`src/design/ascending_integer_sorter_assert.svh`:
```
`ifndef ASCENDING_INTEGER_SORTER_ASSERT_SVH
`define ASCENDING_INTEGER_SORTER_ASSERT_SVH

// same-cycle implication
`define AIS_ASSERT_NOW(label, ante, cons, msg) \
	label: assert property (@(posedge clk) disable iff (!arst_n) (ante) |-> (cons)) \
		else $error(msg);

// next-cycle implication
`define AIS_ASSERT_NEXT(label, ante, cons, msg) \
	label: assert property (@(posedge clk) disable iff (!arst_n) (ante) |=> (cons)) \
		else $error(msg);

`endif

```
`src/design/ais_pkg.sv`:
```
`timescale 1ns / 1ps
`default_nettype none
package ais_pkg;

	localparam int DATA_W = 32;

	typedef logic signed [DATA_W-1:0] data_t;

	typedef enum logic {
		ST_COLLECT,
		ST_DRAIN
	} state_t;

	typedef struct packed {
		logic insert;
		logic shift;
	} cell_ctrl_t;

endpackage
`default_nettype wire

```
`src/design/ais_cell.sv`:
```
`timescale 1ns / 1ps
`default_nettype none
module ais_cell
	import ais_pkg::*;
(
	input  wire logic       clk,
	input  wire logic       arst_n,
	input  wire cell_ctrl_t ctrl,
	input  wire data_t      new_value,
	input  wire logic       prev_valid,
	input  wire logic       prev_greater,
	input  wire data_t      prev_value,
	input  wire logic       next_valid,
	input  wire data_t      next_value,
	output logic            valid,
	output data_t           value,
	output logic            greater
);

	logic  valid_q;
	data_t value_q;

	assign valid   = valid_q;
	assign value   = value_q;
	assign greater = valid_q && (value_q > new_value);

	always_ff @(posedge clk or negedge arst_n) begin
		if (!arst_n) begin
			valid_q <= 1'b0;
		end else if (ctrl.shift) begin
			valid_q <= next_valid;
		end else if (ctrl.insert && !valid_q && prev_valid) begin
			valid_q <= 1'b1;
		end
	end

	always_ff @(posedge clk) begin
		if (ctrl.shift) begin
			value_q <= next_value;
		end else if (ctrl.insert && (!valid_q || greater)) begin
			if (prev_greater) begin
				value_q <= prev_value;
			end else if (prev_valid) begin
				value_q <= new_value;
			end
		end
	end

endmodule
`default_nettype wire

```
`src/design/ascending_integer_sorter.sv`:
```
// The first result is registered at the output after the tlast word moves the state to drain.
// Throughput: one input word per cycle while collecting, then one result per
// cycle while draining and m_tready is high; no input is taken while a set drains.
// Words beyond CAPACITY are dropped and the set's results carry overflow.
// Reset clears the cell valid bits, the count, the drop flag and the state.
`timescale 1ns / 1ps
`default_nettype none
`include "ascending_integer_sorter_assert.svh"
module ascending_integer_sorter
	import ais_pkg::*;
#(
	parameter int CAPACITY = 16
) (
	input  wire logic              clk,
	input  wire logic              arst_n,
	input  wire logic              s_tvalid,
	output logic                   s_tready,
	input  wire logic signed [31:0] s_tdata,  // value
	input  wire logic              s_tlast,
	output logic                   m_tvalid,
	input  wire logic              m_tready,
	output logic signed [31:0]     m_tdata,   // sorted_value
	output logic                   m_tlast,
	output logic                   m_tuser    // overflow
);

	localparam int CW = $clog2(CAPACITY + 1);

	state_t         state_q, state_d;
	logic [CW-1:0]  count_q;
	logic           dropped_q;
	logic           m_tvalid_q;
	data_t          m_tdata_q;
	logic           m_tlast_q;
	logic           m_tuser_q;

	logic           in_fire;
	logic           full;
	logic           out_load;
	cell_ctrl_t     ctrl;

	logic [CAPACITY-1:0] cell_valid;
	logic [CAPACITY-1:0] cell_greater;
	data_t               cell_value [CAPACITY];

	assign full     = (count_q == CW'(CAPACITY));
	assign s_tready = (state_q == ST_COLLECT);
	assign in_fire  = s_tvalid && s_tready;
	assign out_load = (state_q == ST_DRAIN) && (!m_tvalid_q || m_tready);

	assign ctrl.insert = in_fire && !full;
	assign ctrl.shift  = out_load;

	always_comb begin
		state_d = state_q;
		case (state_q)
			ST_COLLECT: begin
				if (in_fire && s_tlast) begin
					state_d = ST_DRAIN;
				end
			end
			ST_DRAIN: begin
				if (out_load && (count_q == CW'(1))) begin
					state_d = ST_COLLECT;
				end
			end
			default: state_d = ST_COLLECT;
		endcase
	end

	always_ff @(posedge clk or negedge arst_n) begin
		if (!arst_n) begin
			state_q <= ST_COLLECT;
		end else begin
			state_q <= state_d;
		end
	end

	always_ff @(posedge clk or negedge arst_n) begin
		if (!arst_n) begin
			count_q   <= '0;
			dropped_q <= 1'b0;
		end else if (in_fire) begin
			if (full) begin
				dropped_q <= 1'b1;
			end else begin
				count_q <= count_q + CW'(1);
			end
		end else if (out_load) begin
			count_q <= count_q - CW'(1);
			if (count_q == CW'(1)) begin
				dropped_q <= 1'b0;
			end
		end
	end

	always_ff @(posedge clk or negedge arst_n) begin
		if (!arst_n) begin
			m_tvalid_q <= 1'b0;
		end else if (out_load) begin
			m_tvalid_q <= 1'b1;
		end else if (m_tready) begin
			m_tvalid_q <= 1'b0;
		end
	end

	always_ff @(posedge clk) begin
		if (out_load) begin
			m_tdata_q <= cell_value[0];
			m_tlast_q <= (count_q == CW'(1));
			m_tuser_q <= dropped_q;
		end
	end

	assign m_tvalid = m_tvalid_q;
	assign m_tdata  = m_tdata_q;
	assign m_tlast  = m_tlast_q;
	assign m_tuser  = m_tuser_q;

	for (genvar i = 0; i < CAPACITY; i++) begin : g_cell
		logic  prev_valid;
		logic  prev_greater;
		data_t prev_value;
		logic  next_valid;
		data_t next_value;

		if (i == 0) begin : g_head
			assign prev_valid   = 1'b1;
			assign prev_greater = 1'b0;
			assign prev_value   = '0;
		end else begin : g_body
			assign prev_valid   = cell_valid[i-1];
			assign prev_greater = cell_greater[i-1];
			assign prev_value   = cell_value[i-1];
		end

		if (i == CAPACITY - 1) begin : g_tail
			assign next_valid = 1'b0;
			assign next_value = '0;
		end else begin : g_link
			assign next_valid = cell_valid[i+1];
			assign next_value = cell_value[i+1];
		end

		ais_cell u_cell (
			.clk         (clk),
			.arst_n      (arst_n),
			.ctrl        (ctrl),
			.new_value   (s_tdata),
			.prev_valid  (prev_valid),
			.prev_greater(prev_greater),
			.prev_value  (prev_value),
			.next_valid  (next_valid),
			.next_value  (next_value),
			.valid       (cell_valid[i]),
			.value       (cell_value[i]),
			.greater     (cell_greater[i])
		);

		if (i < CAPACITY - 1) begin : g_chk
			`AIS_ASSERT_NOW(a_cells_ordered, cell_valid[i+1], cell_value[i] <= cell_value[i+1], "cells out of order")
		end
	end

	`AIS_ASSERT_NOW(a_count_matches_cells, 1'b1, CW'($countones(cell_valid)) == count_q, "count does not match occupied cells")
	`AIS_ASSERT_NOW(a_cells_packed, 1'b1, ((cell_valid + CAPACITY'(1)) & cell_valid) == '0, "occupied cells not packed")
	`AIS_ASSERT_NOW(a_drop_only_when_full, $rose(dropped_q), count_q == CW'(CAPACITY), "word dropped below capacity")
	`AIS_ASSERT_NEXT(a_drain_after_last, in_fire && s_tlast, state_q == ST_DRAIN && count_q != '0, "set closed without results")

endmodule
`default_nettype wire

```
`config.mk`:
```
export PLATFORM = sky130hd
export DESIGN_NAME = ascending_integer_sorter
export DESIGN_NICKNAME = d
export VERILOG_FILES = /design/src/design/ais_pkg.sv /design/src/design/ais_cell.sv /design/src/design/ascending_integer_sorter.sv
export VERILOG_INCLUDE_DIRS = /design/src /design/src/design
export SDC_FILE = /design/constraint.sdc
export NUM_CORES = 2
export LEC_CHECK = 0
export BUFFER_PORTS_ARGS = -buffer_cell sky130_fd_sc_hd__buf_2
export CAP_MARGIN = 20
export CORE_MARGIN = 2
export CORE_UTILIZATION = 65
export DETAILED_ROUTE_END_ITERATION = 16
export PLACE_DENSITY = 0.89
export SYNTH_ARGS = -nofsm -noshare
export SYNTH_HDL_FRONTEND = slang
export SYNTH_SLANG_ARGS = --single-unit
```
`constraint.sdc`:
```
create_clock -name clk -period 5.47 [get_ports clk]
set_input_delay 1.094 -clock clk [delete_from_list [all_inputs] [get_ports clk]]
set_output_delay 1.094 -clock clk [all_outputs]
set_load 0.1 [all_outputs]
```
; ---- Word level (Yosys, flattened, before mapping)
; Index checks and enable logic that the tools add are counted.
[classes]
n_reduce_logical = 169
n_lt_le_gt_ge = 16
n_eq_ne = 4
n_mux = 104
bitwise_logic = 1
add_sub_neg = 2
[op_table]
columns = cell, n
row1 = two-way mux 32 bit, 60
row2 = > comparator 32 bit, 16
row3 = nonzero test 2 bit, 35
row4 = logical AND 1 bit, 68
row5 = nonzero test 3 bit, 14
row6 = two-way mux 1 bit, 40
row7 = AND reduction 2 bit, 16
row8 = logical NOT 1 bit, 18
row9 = logical OR 1 bit, 17
row10 = two-way mux 5 bit, 3
row11 = "adder 5 x 1 -> 5 bit, second input constant", 1
row12 = "equality test 5 x 1 -> 1 bit, second input constant", 1
row13 = "equality test 5 bit, second input constant", 1
row14 = "subtractor 5 x 1 -> 5 bit, second input constant", 1
row15 = AND reduction 3 bit, 1
row16 = "!= test 2 x 1 -> 1 bit, second input constant", 1
row17 = "!= test 2 bit, second input constant", 1
row18 = one-hot mux 1 bit (2 select lines), 1
row19 = NOT 1 bit, 1
[word_totals]
output_inout_bits = 36
regBits = 570
word_cells = 335
input_bits = 37

; ---- Logic depth before layout (Yosys ltp)
[logic_depth]
depth_word = 7
depth_mapped = 13
depth_no_buf = 10

; ---- Hierarchy
; From an unflattened synthesis, not the netlist that was laid out.
[unflattened]
hier_cells = 4305
hier_area_um2 = 42000.3
[by_module_without_submodules]
columns = module, instances, area_each_um2, seq_area_each_um2, cells_per_inst
row1 = ais_cell, 16, 2532.4, 985.9, 264
row2 = ascending_integer_sorter, 1, 1481.4, 1221.2, 81

; ---- Least setup slack after synthesis
; Ideal clock, no wire load.
[synth_timing]
kind = input -> register
startpoint = input port s_tdata[31]
endpoint = register g_cell[10].u_cell.value_q[0] (enable)
t_required_ps = 5004
arrival_time_ps = 5424
path_stages = 10
setup_time_ps = 466
n_path_buf = 1
path_slack_ps = -420
cell_sequence = clkbuf_1 inv_1 ha_1 nand4_1 or3_1 a311oi_1 o21a_1 or2_2 a21boi_0 o21ai_0
[synth_via]
elab_chain_cells = 6
word_cells_on_any_way = 9
[synth_rtl]
columns = item, line
row1 = from (decl), ascending_integer_sorter.sv:18  ; input wire logic signed [31:0] s_tdata,
row2 = > comparator 32 bit, ais_cell.sv:25  ; assign greater = valid_q && (value_q > new_value);
row3 = logical AND 1 bit, ais_cell.sv:25
row4 = logical OR 1 bit, ais_cell.sv:40  ; end else if (ctrl.insert && (!valid_q || greater)) begin
row5 = logical AND 1 bit, ais_cell.sv:40
row6 = nonzero test 2 bit (no source line), --
row7 = AND reduction 2 bit (no source line) (*), --
row8 = to (signal assigned), ais_cell.sv:39  ; value_q <= next_value;
row9 = to (signal assigned), ais_cell.sv:42  ; value_q <= prev_value;
row10 = to (signal assigned), ais_cell.sv:44  ; value_q <= new_value;
row11 = to (decl), ais_cell.sv:21  ; data_t value_q;
; Mark *: on every way between the ends. The rest lies on a longest branch, timed or not.
; A chain may end at the register's enable or synchronous reset.

; ---- Worst setup path in the final report
[layout_timing]
startpoint = input port s_tdata[31]
endpoint = register g_cell[5].u_cell.value_q[31], data pin
[layout_via]
elab_chain_cells = 5
word_cells_on_any_way = 6
[layout_rtl]
columns = item, line
row1 = > comparator 32 bit, ais_cell.sv:25
row2 = logical AND 1 bit, ais_cell.sv:25
row3 = two-way mux 32 bit (*), ais_cell.sv:41  ; if (prev_greater) begin
row4 = two-way mux 32 bit (*), ais_cell.sv:40
row5 = two-way mux 32 bit (*), ais_cell.sv:38  ; if (ctrl.shift) begin
row6 = to (signal assigned), ais_cell.sv:39
row7 = to (signal assigned), ais_cell.sv:42
row8 = to (signal assigned), ais_cell.sv:44
row9 = to (decl), ais_cell.sv:21
; Mark *: on every way between the ends. The rest lies on a longest branch, timed or not. The select of a mux whose other input is x is not followed.

==> metrics.yaml <==
worstSetupEndpointType: "flip-flop"
overflow: 0
dpl.cell_count: 4556
finClkSkew_ns: 0.0161
stdcell_count: 4675
viasPerCell: 6.96
setup_violations: 0
antenna_cells: 0
wl_per_cell_um: 23.2
hold_viol_final: 0
grt_max_degree: 152
post-cts-setup-buffers: 0
power_leakage_nw: 18.2
layout_commonest_cell: "ha_1"
gp_congestion: 0.932
peakVddDrop_mv: 0.405
yosysUniqueCellTypes: 78
die_h_um: 251
ys_async_sr_fraction_pct: 4.21
min-delay-start: "dropped_q"
syn_inst: 3819
area_delta_synth_final_pct: 8.04
antenna_found_initial: 4
tightest_slew_ns: 1.17
clk_pin_slew_ns: 0.06
clock-sinks: 570
slowest_delay_ns: 0.95
track_usage_pct: 33.6
vias: 32500
die_area_sq_mm: 0.0632
ys_seq_elements: 570
postRouteAntennaNets: 0
die_w_um: 251
drive_gt1_share_pct: 8.89
ff2ff_path_depth: 10
max_freq_mhz: 208
routed_wl_mm: 109
rsz0062_at_grt: "false"
drt_iter0_markers: 3840
cp.arrival_ns: 5.17
cp-start-kind: "input port"
worstSetupPathType: "in -> reg"
ioPinCount: 73
ys_seq_area_share_pct: 41.9
core_sq_mm: 0.0605
ys.flop_type: "edfxtp_1"
cts_tree: "built"
cp.required_ns: 5.82
holdPathStages: 0
cts_buffers: 61
hpwl_mm: 78.1
clockBufferDepth: 3
worst_r2r_endpoint: "g_cell[8].u_cell.value[24]"
rows: 90
yosys_warnings: 0
nets: 4393
max-cap-violations: 0
fin_util_pct: 71.1
portBuffers: 72
cp_common_cell: "nand3_1"
hold-path-endpoint: "m_tuser"
total_power_mw: 29.4
rrSetupSlack_ns: 1.43
avgSynthCellArea_sq_um: 10.4
h-tree-depth: 2
power.density_mw_per_mm2: 684
synth_nets: 4372
drcViolationCount: 0
status: "finished, final reports clean"
ctsHoldBuffers: 0
grt_pass1_vias: 32000
whs_ns: 0.462
min_path_type: "reg -> reg"
cts-resized-gates: 0
synth-edff-count: 514
setup_tns_ns: 0
clock_latency_ns: 0.65
mostFrequentLayoutCells: "ha_1 (516), edfxtp_1 (514), mux2i_1 (472), nand2_1 (431), a21oi_1 (352)"
slowest_stage: "mux2_2"
grt_pass1_wl_mm: 171
path_max_fanout: 32
min_period_over_period_pct: 88.0
start_util_pct: 65.8
syn_area_sq_mm: 0.0398
relSlewSlack_pct: 22.2
critical_path.cell_chain: "buf_2, inv_1, buf_4, ha_1, nand4_1, nor4_1, nand3_1, nand3_1, mux2_2, mux2i_1, o21ai_0"
firstDrtPassIters: 8
layout_min_cycle_time_ns: 4.82
cts_root_buf: "clkbuf_16"
rr_startpoint: "g_cell[8].u_cell.value[14]"
slew_violations: 0
==> state kept, by name, indices dropped and copies added (netlist names) <==
| signal | count |
|---|---|
| dropped_q | 1 |
| count_q | 5 |
| m_tvalid | 1 |
| m_tdata | 32 |
| g_cell.u_cell.value | 512 |
| state_q | 1 |
| m_tlast | 1 |
| m_tuser | 1 |
| g_cell.u_cell.valid | 16 |
==> synth_stat cells (33+ instances only) <==
cell type,number,area [sq um]
nand4_1,108,676
nor2_1,210,788
a21oi_1,352,1760
ha_1,516,6460
inv_1,76,285
o21ai_1,221,1110
o21ai_0,173,866
a21oi_2,33,289
mux2i_1,472,4720
buf_2,52,260
o31ai_1,37,278
clkbuf_1,119,447
nand2_1,432,1620
edfxtp_1,514,15400
a21o_1,47,353
nand3_1,63,315
==> cell families (layout without fill, tap and decap cells) <==
group                    count (synthesis)  after routing  share of synthesized area [%]
AND/OR/NAND/NOR                        945            945                           10.8
XOR/XNOR                                10             10                          0.220
flip-flops                             570            570                           41.9
AO/OA/AOI/OAI                         1008           1008                           14.9
adder cells (fa/ha/maj)                516            516                           16.2
buffers and inverters                  292            366                           3.84
multiplexers                           478            478                           12.1
==> worst max-delay path by stage <==
stage	from	endpoint	slack (ns)	depth (start not counted)
2_1_floorplan	s_tdata[11]	g_cell[11].u_cell.value[0]	0.002	10
3_3_place_gp	s_tdata[10]	g_cell[11].u_cell.value[26]	0.45	11
3_5_place_dp	s_tdata[31]	g_cell[5].u_cell.value[16]	0.27	11
4_1_cts	s_tdata[31]	g_cell[5].u_cell.value[31]	0.88	11
5_1_grt	s_tdata[31]	g_cell[5].u_cell.value[31]	0.60	11
6_report	s_tdata[31]	g_cell[5].u_cell.value[31]	0.65	11
==> critical path, delay by kind of cell <==
kind / cells / cell delay (ns)
adders and majority gates: 1 / 0.44
and+or+nand+nor: 4 / 1.40
buffers and inverters: 3 / 0.84
muxes: 2 / 1.25
AOI/OAI and AO/OA: 1 / 0.11
==> power by group <==
group / switching (mW) / total, mW / leakage (nW) / internal [mW]
Combinational: 9.15 / 14.8 / 11.7 / 5.69
Clock: 1.85 / 4.18 / 0.966 / 2.33
Sequential: 2.12 / 10.4 / 5.56 / 8.27
Total: 13.1 / 29.4 / 18.2 / 16.3
==> metrics by stage <==
step | area, sq um | setup slack (ns)
2_1_floorplan | 39800 | 0.00214
3_3_place_gp | 41000 | 0.451
3_5_place_dp | 41000 | 0.265
4_1_cts | 42900 | 0.882
5_1_grt | 43000 | 0.597
6_report | 43000 | 0.654
==> layout make-up <==
type,count,area (sq um)
multi-input combinational,2957,21800
fill,3967,17500
clock inverter,41,322
sequential,570,16700
clock buffer,75,1620
tap,782,978
inverter,76,293
timing repair buffer,174,1320
==> routing by layer <==
metal  vias up  track usage, %  share of wire [%]
li1      14500               -                  -
met1     15700            44.6                 39
met2      1946            55.6                 48
met3       376            5.33                9.8
met4         8            13.0                3.7
met5         -               0              0.042
No activity file was read; power rests on OpenSTA's default activity.
